`src/rtl/pws_pkg.sv`:
```
`default_nettype none

package pws_pkg;

  localparam logic [1:0] ACT_PALETTE = 2'd0;
  localparam logic [1:0] ACT_WINDOW  = 2'd1;
  localparam logic [1:0] ACT_PIXEL   = 2'd2;

  localparam logic [1:0] ST_OK        = 2'd0;
  localparam logic [1:0] ST_ORIGIN    = 2'd1;
  localparam logic [1:0] ST_EMPTY     = 2'd2;
  localparam logic [1:0] ST_NO_WINDOW = 2'd3;

  localparam logic [7:0] CMD_COLUMN_SET   = 8'h2A;
  localparam logic [7:0] CMD_ROW_SET      = 8'h2B;
  localparam logic [7:0] CMD_MEMORY_WRITE = 8'h2C;

  localparam logic [3:0] WIN_LAST_STEP = 4'd10;

  typedef struct packed {
    logic [1:0]  action;
    logic [7:0]  palette_entry;
    logic [23:0] palette_color;
    logic [9:0]  win_x;
    logic [9:0]  win_y;
    logic [9:0]  win_w;
    logic [9:0]  win_h;
    logic [7:0]  pixel_index;
  } item_t;

  typedef struct packed {
    logic [7:0] out_byte;
    logic       is_data;
    logic       end_select;
    logic [1:0] status;
    logic       last;
  } result_t;

  function automatic logic [15:0] pack565(input logic [23:0] c);
    return {c[23:19], c[15:10], c[7:3]};
  endfunction

endpackage

`default_nettype wire

```
`src/rtl/pws_ram.sv`:
```
`default_nettype none

module pws_ram #(
  parameter int WIDTH = 16,
  parameter int DEPTH = 256
) (
  input  wire logic                     clk,
  input  wire logic                     we,
  input  wire logic [$clog2(DEPTH)-1:0] waddr,
  input  wire logic [WIDTH-1:0]         wdata,
  input  wire logic                     re,
  input  wire logic [$clog2(DEPTH)-1:0] raddr,
  output logic      [WIDTH-1:0]         rdata
);

  logic [WIDTH-1:0] mem [DEPTH];

  always_ff @(posedge clk) begin
    if (we) begin
      mem[waddr] <= wdata;
    end
    if (re) begin
      rdata <= mem[raddr];
    end
  end

endmodule

`default_nettype wire

```
`src/rtl/palette_window_pixel_streamer.sv`:
```
// Indexed-color pixel streamer for an SPI RGB565 display.
// Input channel (item, item_valid, item_stall) takes one word per action:
// palette write, window start or pixel index. Output channel (result,
// result_valid, result_stall) gives the SPI byte stream with its
// data/command flag, chip-select release mark, status and last-of-item mark.
// An accepted window or pixel word is registered into the work stage and
// its results leave through a single output register; a palette write gives
// no result. Results leave at one per cycle unless result_stall holds them;
// a window start gives 11 results (1 on error), a pixel 2 (1 with no open
// window), and the next word is accepted as the last result is handed over.
// The per-pixel rate is set by the two output bytes per pixel through the
// one output register; the palette is a 1-read 1-write RAM read at accept.
// Reset empties the pipeline, closes any open window and marks every
// palette slot as unwritten, so it reads as color zero; no clearing pass.
// A stalled valid result holds the output register and the item in work.
// item_stall is high while an item is in work and drops only in the cycle
// in which its last result moves into the output register.
`default_nettype none

module palette_window_pixel_streamer
  import pws_pkg::*;
#(
  parameter int PANEL_WIDTH  = 240,
  parameter int PANEL_HEIGHT = 320,
  parameter int PALETTE_SIZE = 256
) (
  input  wire logic    clk,
  input  wire logic    rst,
  input  wire item_t   item,
  input  wire logic    item_valid,
  output logic         item_stall,
  output result_t      result,
  output logic         result_valid,
  input  wire logic    result_stall
);

  localparam int PAL_AW = $clog2(PALETTE_SIZE);
  localparam int PIX_W  = $clog2(PANEL_WIDTH * PANEL_HEIGHT + 1);
  localparam logic [10:0] PW = 11'(PANEL_WIDTH);
  localparam logic [10:0] PH = 11'(PANEL_HEIGHT);
  localparam logic [8:0]  PS = 9'(PALETTE_SIZE);

  logic              accept;
  logic              pal_we;
  logic              pix_re;
  logic              in_range;
  logic [15:0]       rd_data;
  logic [PALETTE_SIZE-1:0] pal_valid;
  logic              origin_bad;
  logic              size_empty;
  logic [10:0]       w_clip;
  logic [10:0]       h_clip;

  logic              s1_valid;
  logic              s1_window;
  logic [1:0]        s1_status;
  logic [9:0]        s1_x;
  logic [9:0]        s1_y;
  logic [10:0]       s1_w;
  logic [10:0]       s1_h;
  logic              s1_hit;
  logic [3:0]        cnt;
  logic [PIX_W-1:0]  pixels_left;

  logic              emit;
  logic              last_res;
  logic              pix_open;
  logic [9:0]        x1;
  logic [9:0]        y1;
  logic [15:0]       color;
  logic [21:0]       win_area;
  result_t           res_next;

  assign emit       = s1_valid && (!result_valid || !result_stall);
  assign item_stall = s1_valid && !(emit && last_res);
  assign accept     = item_valid && !item_stall;

  assign in_range = {1'b0, item.pixel_index} < PS;
  assign pal_we   = accept && (item.action == ACT_PALETTE) && ({1'b0, item.palette_entry} < PS);
  assign pix_re   = accept && (item.action == ACT_PIXEL);

  pws_ram #(
    .WIDTH(16),
    .DEPTH(PALETTE_SIZE)
  ) u_palette (
    .clk  (clk),
    .we   (pal_we),
    .waddr(item.palette_entry[PAL_AW-1:0]),
    .wdata(pack565(item.palette_color)),
    .re   (pix_re),
    .raddr(item.pixel_index[PAL_AW-1:0]),
    .rdata(rd_data)
  );

  // window clipping at accept
  assign origin_bad = ({1'b0, item.win_x} >= PW) || ({1'b0, item.win_y} >= PH);
  assign size_empty = (item.win_w == 10'd0) || (item.win_h == 10'd0);
  assign w_clip = (({1'b0, item.win_x} + {1'b0, item.win_w}) > PW) ?
                  (PW - {1'b0, item.win_x}) : {1'b0, item.win_w};
  assign h_clip = (({1'b0, item.win_y} + {1'b0, item.win_h}) > PH) ?
                  (PH - {1'b0, item.win_y}) : {1'b0, item.win_h};

  assign x1       = 10'({1'b0, s1_x} + s1_w - 11'd1);
  assign y1       = 10'({1'b0, s1_y} + s1_h - 11'd1);
  assign color    = s1_hit ? rd_data : 16'd0;
  assign win_area = 22'(s1_w * s1_h);
  assign pix_open = pixels_left != '0;

  always_comb begin
    res_next = '0;
    last_res = 1'b1;
    if (s1_window) begin
      if (s1_status != ST_OK) begin
        res_next.status = s1_status;
        res_next.last   = 1'b1;
      end else begin
        last_res         = (cnt == WIN_LAST_STEP);
        res_next.is_data = 1'b1;
        case (cnt)
          4'd0: begin
            res_next.out_byte = CMD_COLUMN_SET;
            res_next.is_data  = 1'b0;
          end
          4'd1: res_next.out_byte = {6'd0, s1_x[9:8]};
          4'd2: res_next.out_byte = s1_x[7:0];
          4'd3: res_next.out_byte = {6'd0, x1[9:8]};
          4'd4: begin
            res_next.out_byte   = x1[7:0];
            res_next.end_select = 1'b1;
          end
          4'd5: begin
            res_next.out_byte = CMD_ROW_SET;
            res_next.is_data  = 1'b0;
          end
          4'd6: res_next.out_byte = {6'd0, s1_y[9:8]};
          4'd7: res_next.out_byte = s1_y[7:0];
          4'd8: res_next.out_byte = {6'd0, y1[9:8]};
          4'd9: begin
            res_next.out_byte   = y1[7:0];
            res_next.end_select = 1'b1;
          end
          default: begin
            res_next.out_byte = CMD_MEMORY_WRITE;
            res_next.is_data  = 1'b0;
            res_next.last     = 1'b1;
          end
        endcase
      end
    end else if (!pix_open) begin
      res_next.status = ST_NO_WINDOW;
      res_next.last   = 1'b1;
    end else begin
      last_res         = (cnt != 4'd0);
      res_next.is_data = 1'b1;
      if (cnt == 4'd0) begin
        res_next.out_byte = color[15:8];
      end else begin
        res_next.out_byte   = color[7:0];
        res_next.end_select = (pixels_left == PIX_W'(1));
        res_next.last       = 1'b1;
      end
    end
  end

  always_ff @(posedge clk) begin
    if (rst) begin
      pal_valid    <= '0;
      s1_valid     <= 1'b0;
      cnt          <= '0;
      pixels_left  <= '0;
      result_valid <= 1'b0;
    end else begin
      if (pal_we) begin
        pal_valid[item.palette_entry[PAL_AW-1:0]] <= 1'b1;
      end
      if (accept && (item.action == ACT_WINDOW || item.action == ACT_PIXEL)) begin
        s1_valid <= 1'b1;
      end else if (emit && last_res) begin
        s1_valid <= 1'b0;
      end
      if (emit) begin
        cnt <= last_res ? 4'd0 : cnt + 4'd1;
      end
      if (s1_valid && s1_window) begin
        pixels_left <= (s1_status == ST_OK) ? win_area[PIX_W-1:0] : '0;
      end else if (emit && last_res && !s1_window && pix_open) begin
        pixels_left <= pixels_left - PIX_W'(1);
      end
      if (!result_valid || !result_stall) begin
        result_valid <= emit;
      end
    end
  end

  always_ff @(posedge clk) begin
    if (accept) begin
      s1_window <= (item.action == ACT_WINDOW);
      s1_status <= origin_bad ? ST_ORIGIN : (size_empty ? ST_EMPTY : ST_OK);
      s1_x      <= item.win_x;
      s1_y      <= item.win_y;
      s1_w      <= w_clip;
      s1_h      <= h_clip;
      s1_hit    <= in_range && pal_valid[item.pixel_index[PAL_AW-1:0]];
    end
    if (emit) begin
      result <= res_next;
    end
  end

  a_cnt_range: assert property (@(posedge clk) disable iff (rst)
    s1_valid |-> cnt <= WIN_LAST_STEP)
    else $error("step count beyond window sequence");

  a_enter_stage: assert property (@(posedge clk) disable iff (rst)
    accept && (item.action == ACT_WINDOW || item.action == ACT_PIXEL) |=> s1_valid)
    else $error("accepted word did not enter work stage");

  a_release_on_data: assert property (@(posedge clk) disable iff (rst)
    result_valid && result.end_select |-> result.is_data && result.status == ST_OK)
    else $error("select release on non-data byte");

  a_error_single: assert property (@(posedge clk) disable iff (rst)
    result_valid && result.status != ST_OK |-> result.last && !result.is_data)
    else $error("error result not a lone last result");

  a_window_close: assert property (@(posedge clk) disable iff (rst)
    emit && last_res && !s1_window && pixels_left == PIX_W'(1) |=> pixels_left == '0)
    else $error("last pixel did not close window");

endmodule

`default_nettype wire
```
`config.mk`:
```
export PLATFORM = sky130hd
export DESIGN_NAME = palette_window_pixel_streamer
export DESIGN_NICKNAME = d
export VERILOG_FILES = /design/src/rtl/pws_pkg.sv /design/src/rtl/pws_ram.sv /design/src/rtl/palette_window_pixel_streamer.sv
export SDC_FILE = /design/constraint.sdc
export NUM_CORES = 2
export LEC_CHECK = 0
export BUFFER_PORTS_ARGS = -buffer_cell sky130_fd_sc_hd__buf_2
export CAP_MARGIN = 25
export CORE_UTILIZATION = 60
export CTS_CLUSTER_SIZE = 30
export DETAILED_ROUTE_END_ITERATION = 7
export MAX_ROUTING_LAYER = met4
export PLACE_DENSITY = 0.76
export SLEW_MARGIN = 30
export SYNTH_ARGS = -nofsm -noshare
export SYNTH_HDL_FRONTEND = slang
export SYNTH_SLANG_ARGS = --single-unit
```
`constraint.sdc`:
```
create_clock -name clk -period 10 [get_ports clk]
set_input_delay 0 -clock clk [delete_from_list [all_inputs] [get_ports clk]]
set_output_delay 0 -clock clk [all_outputs]
set_load 0.02 [all_outputs]
```
==> results.py <==
metrics = {
    "status": {
        "status": "complete, no violations",
    },
    "place": {
        "dpl.hpwl_um": 251000,
        "dpl.cell_count": 12611,
        "port-buffer-count": 92,
        "place_congestion": 0.897,
        "post-place-ws_ps": 4680,
    },
    "floorplanning": {
        "die_height_um": 545,
        "fp-row-count": 199,
        "die-width_um": 545,
        "core_area_mm2": 0.294,
        "floorplan.initialDensity": 0.603,
        "ios": 101,
        "dieArea_mm2": 0.297,
    },
    "grt": {
        "overflow": 0,
        "grt_pass1_wl_um": 643000,
        "grtUsageTotal": 0.310,
        "grt_max_degree": 153,
        "antenna_found_initial": 34,
        "grt_pass1_vias": 91941,
    },
    "drt": {
        "wire_per_inst_um": 33.0,
        "drc": 0,
        "vias": 91482,
        "avgViaCountPerCell": 6.75,
        "ant_nets": 0,
        "firstDrtPassIters": 6,
        "routed_wl_um": 448000,
        "drtIter0Drc": 13529,
    },
    "cts": {
        "cts_buffer_depth": 4,
        "clk_pin_slew_ps": 60,
        "root_buffer": "clkbuf_16",
        "clk_latency_ps": 990,
        "cts_tree": "built",
        "htreeDepth": 5,
        "postCtsResizedCells": 0,
        "cts_made_buffers": 429,
        "cts_sinks": 4450,
    },
    "timing": {
        "fin_ws_ps": 4370,
        "fin_skew_ps": 68.4,
        "finalMaxSlewViolations": 0,
        "max_freq_mhz": 177,
        "hold_violations": 0,
        "worstMarginPinSlew_ps": 1060,
        "rsz0062_at_grt": "no",
        "setup-violations-final": 0,
        "finalCritPeriodShare": 0.563,
        "max_slew_margin": 0.296,
        "finalCriticalPeriod_ps": 5630,
        "fin_tns_setup_ps": 0,
    },
    "critical_path": {
        "worstSetupPathType": "flip-flop to flip-flop",
        "r2r_setup_slack_ps": 4370,
        "worstPathMaxFanout": 32,
        "cp-end-kind": "flip-flop",
        "start_kind": "flip-flop",
        "rr_endpoint": "u_palette.mem[78][7]",
        "required_ps": 10630,
        "cp.arrival_ps": 6270,
        "r2r_cells": 13,
        "crit_start": "pixels_left[8]",
        "r2r-start": "pixels_left[8]",
    },
    "yosys": {
        "synth.cell_area_mm2": 0.177,
        "async_reset_ff_frac": 0,
        "dominantRegCellSynth": "edfxtp_1",
        "yosys_warnings": 0,
        "synth_cells": 8714,
        "ys_types": 77,
        "synth_nets": 8980,
        "synth-seq-area-share": 0.739,
        "avgSynthCellArea_um2": 20.3,
        "ys_seq_elements": 4450,
        "synth-edff-count": 4171,
    },
    "worst_hold_path": {
        "holdPathStages": 4,
        "min_from": "item[5]",
        "worstHoldEndpoint": "u_palette.rdata[8]",
        "min_path_type": "input pin to flip-flop",
    },
    "power_and_ir_drop": {
        "p_total_mw": 40.7,
        "cellPowerDensity_mw_per_mm2": 204,
        "leakagePower_nw": 64.3,
        "peakVddDrop_uv": 246,
    },
    "finish": {
        "synthToLayoutAreaGrowth_pct": 12.6,
        "fillers": 17431,
        "final_cell_mix": "edfxtp_1, mux4_2, inv_1",
        "final_common_cell": "edfxtp_1",
        "fin_cells": 13556,
        "drive_gt1_frac": 0.249,
        "post-route-util": 0.679,
        "fin_nets": 9509,
    },
    "run": {
        "drv_cap": 0,
    },
}
metrics by stage:
step	hold slack [ps]	instance area (µm²)
2_1_floorplan	98.9	177000
3_3_place_gp	249	184000
3_5_place_dp	245	184000
4_1_cts	0.219	199000
5_1_grt	30.5	199000
6_report	61.4	199000
cells in the mapped netlist, drive strengths merged, types with 24 or more instances:
| master | count | area (µm²) |
|---|---|---|
| a211oi | 44 | 330 |
| a21oi | 76 | 380 |
| a22oi | 138 | 1040 |
| and2 | 32 | 200 |
| buf | 217 | 981 |
| clkbuf | 286 | 1070 |
| dfxtp | 279 | 5590 |
| edfxtp | 4171 | 125000 |
| fa | 76 | 1520 |
| ha | 104 | 1300 |
| inv | 446 | 1670 |
| mux2i | 354 | 3540 |
| mux4 | 1190 | 26800 |
| nand2 | 120 | 450 |
| nand2b | 45 | 282 |
| nand3 | 24 | 120 |
| nand4 | 41 | 257 |
| nor2 | 381 | 1430 |
| nor3 | 40 | 205 |
| o211ai | 37 | 278 |
| o21ai | 28 | 140 |
| o22ai | 304 | 1900 |
| xnor2 | 32 | 280 |
power by group:
| group | internal, mW | switching [mW] | leakage, nW |
|---|---|---|---|
| logic | 1.61 | 2.46 | 17.7 |
| clock network | 9.11 | 7.07 | 6.88 |
| registers | 20.4 | 0.0544 | 39.8 |
| total | 31.1 | 9.59 | 64.3 |
final cells by class:
type                       count  area [µm²]  area share
antenna                       21        52.6    0.000264
clock buffer                 527       11200      0.0563
clock inverter               277        2950      0.0148
inverter                     448        1680     0.00843
multi-input combinational   3313       42600       0.214
sequential                  4450      131000       0.656
tap                         3919        4900      0.0246
timing repair buffer         601        5130      0.0257
registers in the layout (all words and copies together) (netlist names), 2 cells and up:
| name | flops |
|---|---|
| u_palette.mem | 4096 |
| pal_valid | 256 |
| pixels_left | 17 |
| u_palette.rdata | 16 |
| result | 13 |
| s1_h | 11 |
| s1_w | 11 |
| s1_x | 10 |
| s1_y | 10 |
| cnt | 4 |
| s1_status | 2 |
layer usage:
layer,vias up,track usage,wire [µm],share of wire
li1,36759,-,-,-
met1,47881,0.413,162000,0.36
met2,5931,0.487,221000,0.49
met3,911,0.0513,45000,0.10
met4,0,0.120,19800,0.044
met5,-,-,0,0
cells by family (layout without fill, tap and decap cells):
| kind of cell | Yosys count | after routing | synth area share |
|---|---|---|---|
| mux | 1555 | 1555 | 0.172 |
| compound gates | 750 | 750 | 0.0287 |
| flops | 4450 | 4450 | 0.739 |
| buf+inv | 951 | 1853 | 0.0211 |
| xor+xnor | 55 | 55 | 0.00272 |
| fa+ha+maj | 180 | 180 | 0.0159 |
| simple gates | 773 | 773 | 0.0203 |
| other cells | 0 | 21 | 0 |
critical path, cell delays in order (launching register included):
cell and delay, ps:
dfxtp_1 370, or4_4 590, or4_4 490, o211ai_1 180, nand2_1 100, nand2_1 370
inv_1 280, nor4_4 250, dlygate4sd3_1 680, nand2_1 70, dlygate4sd3_1 570, buf_4 300
nor2_1 720, buf_4 320
timing repair:
item | CTS | global route
hold buffers | 115 | 0
setup buffers | 0 | 0
endpoints found under the hold margin | 2257 | 0
worst max path at each step:
stage                            endpoint  depth (start not counted)
floorplan              u_palette.rdata[0]                          7
global placement          pixels_left[16]                         17
detailed placement        pixels_left[16]                         17
CTS                 u_palette.mem[78][11]                         13
global route        u_palette.mem[78][11]                         13
finish               u_palette.mem[78][7]                         13
(Power assumes the default switching activity.)
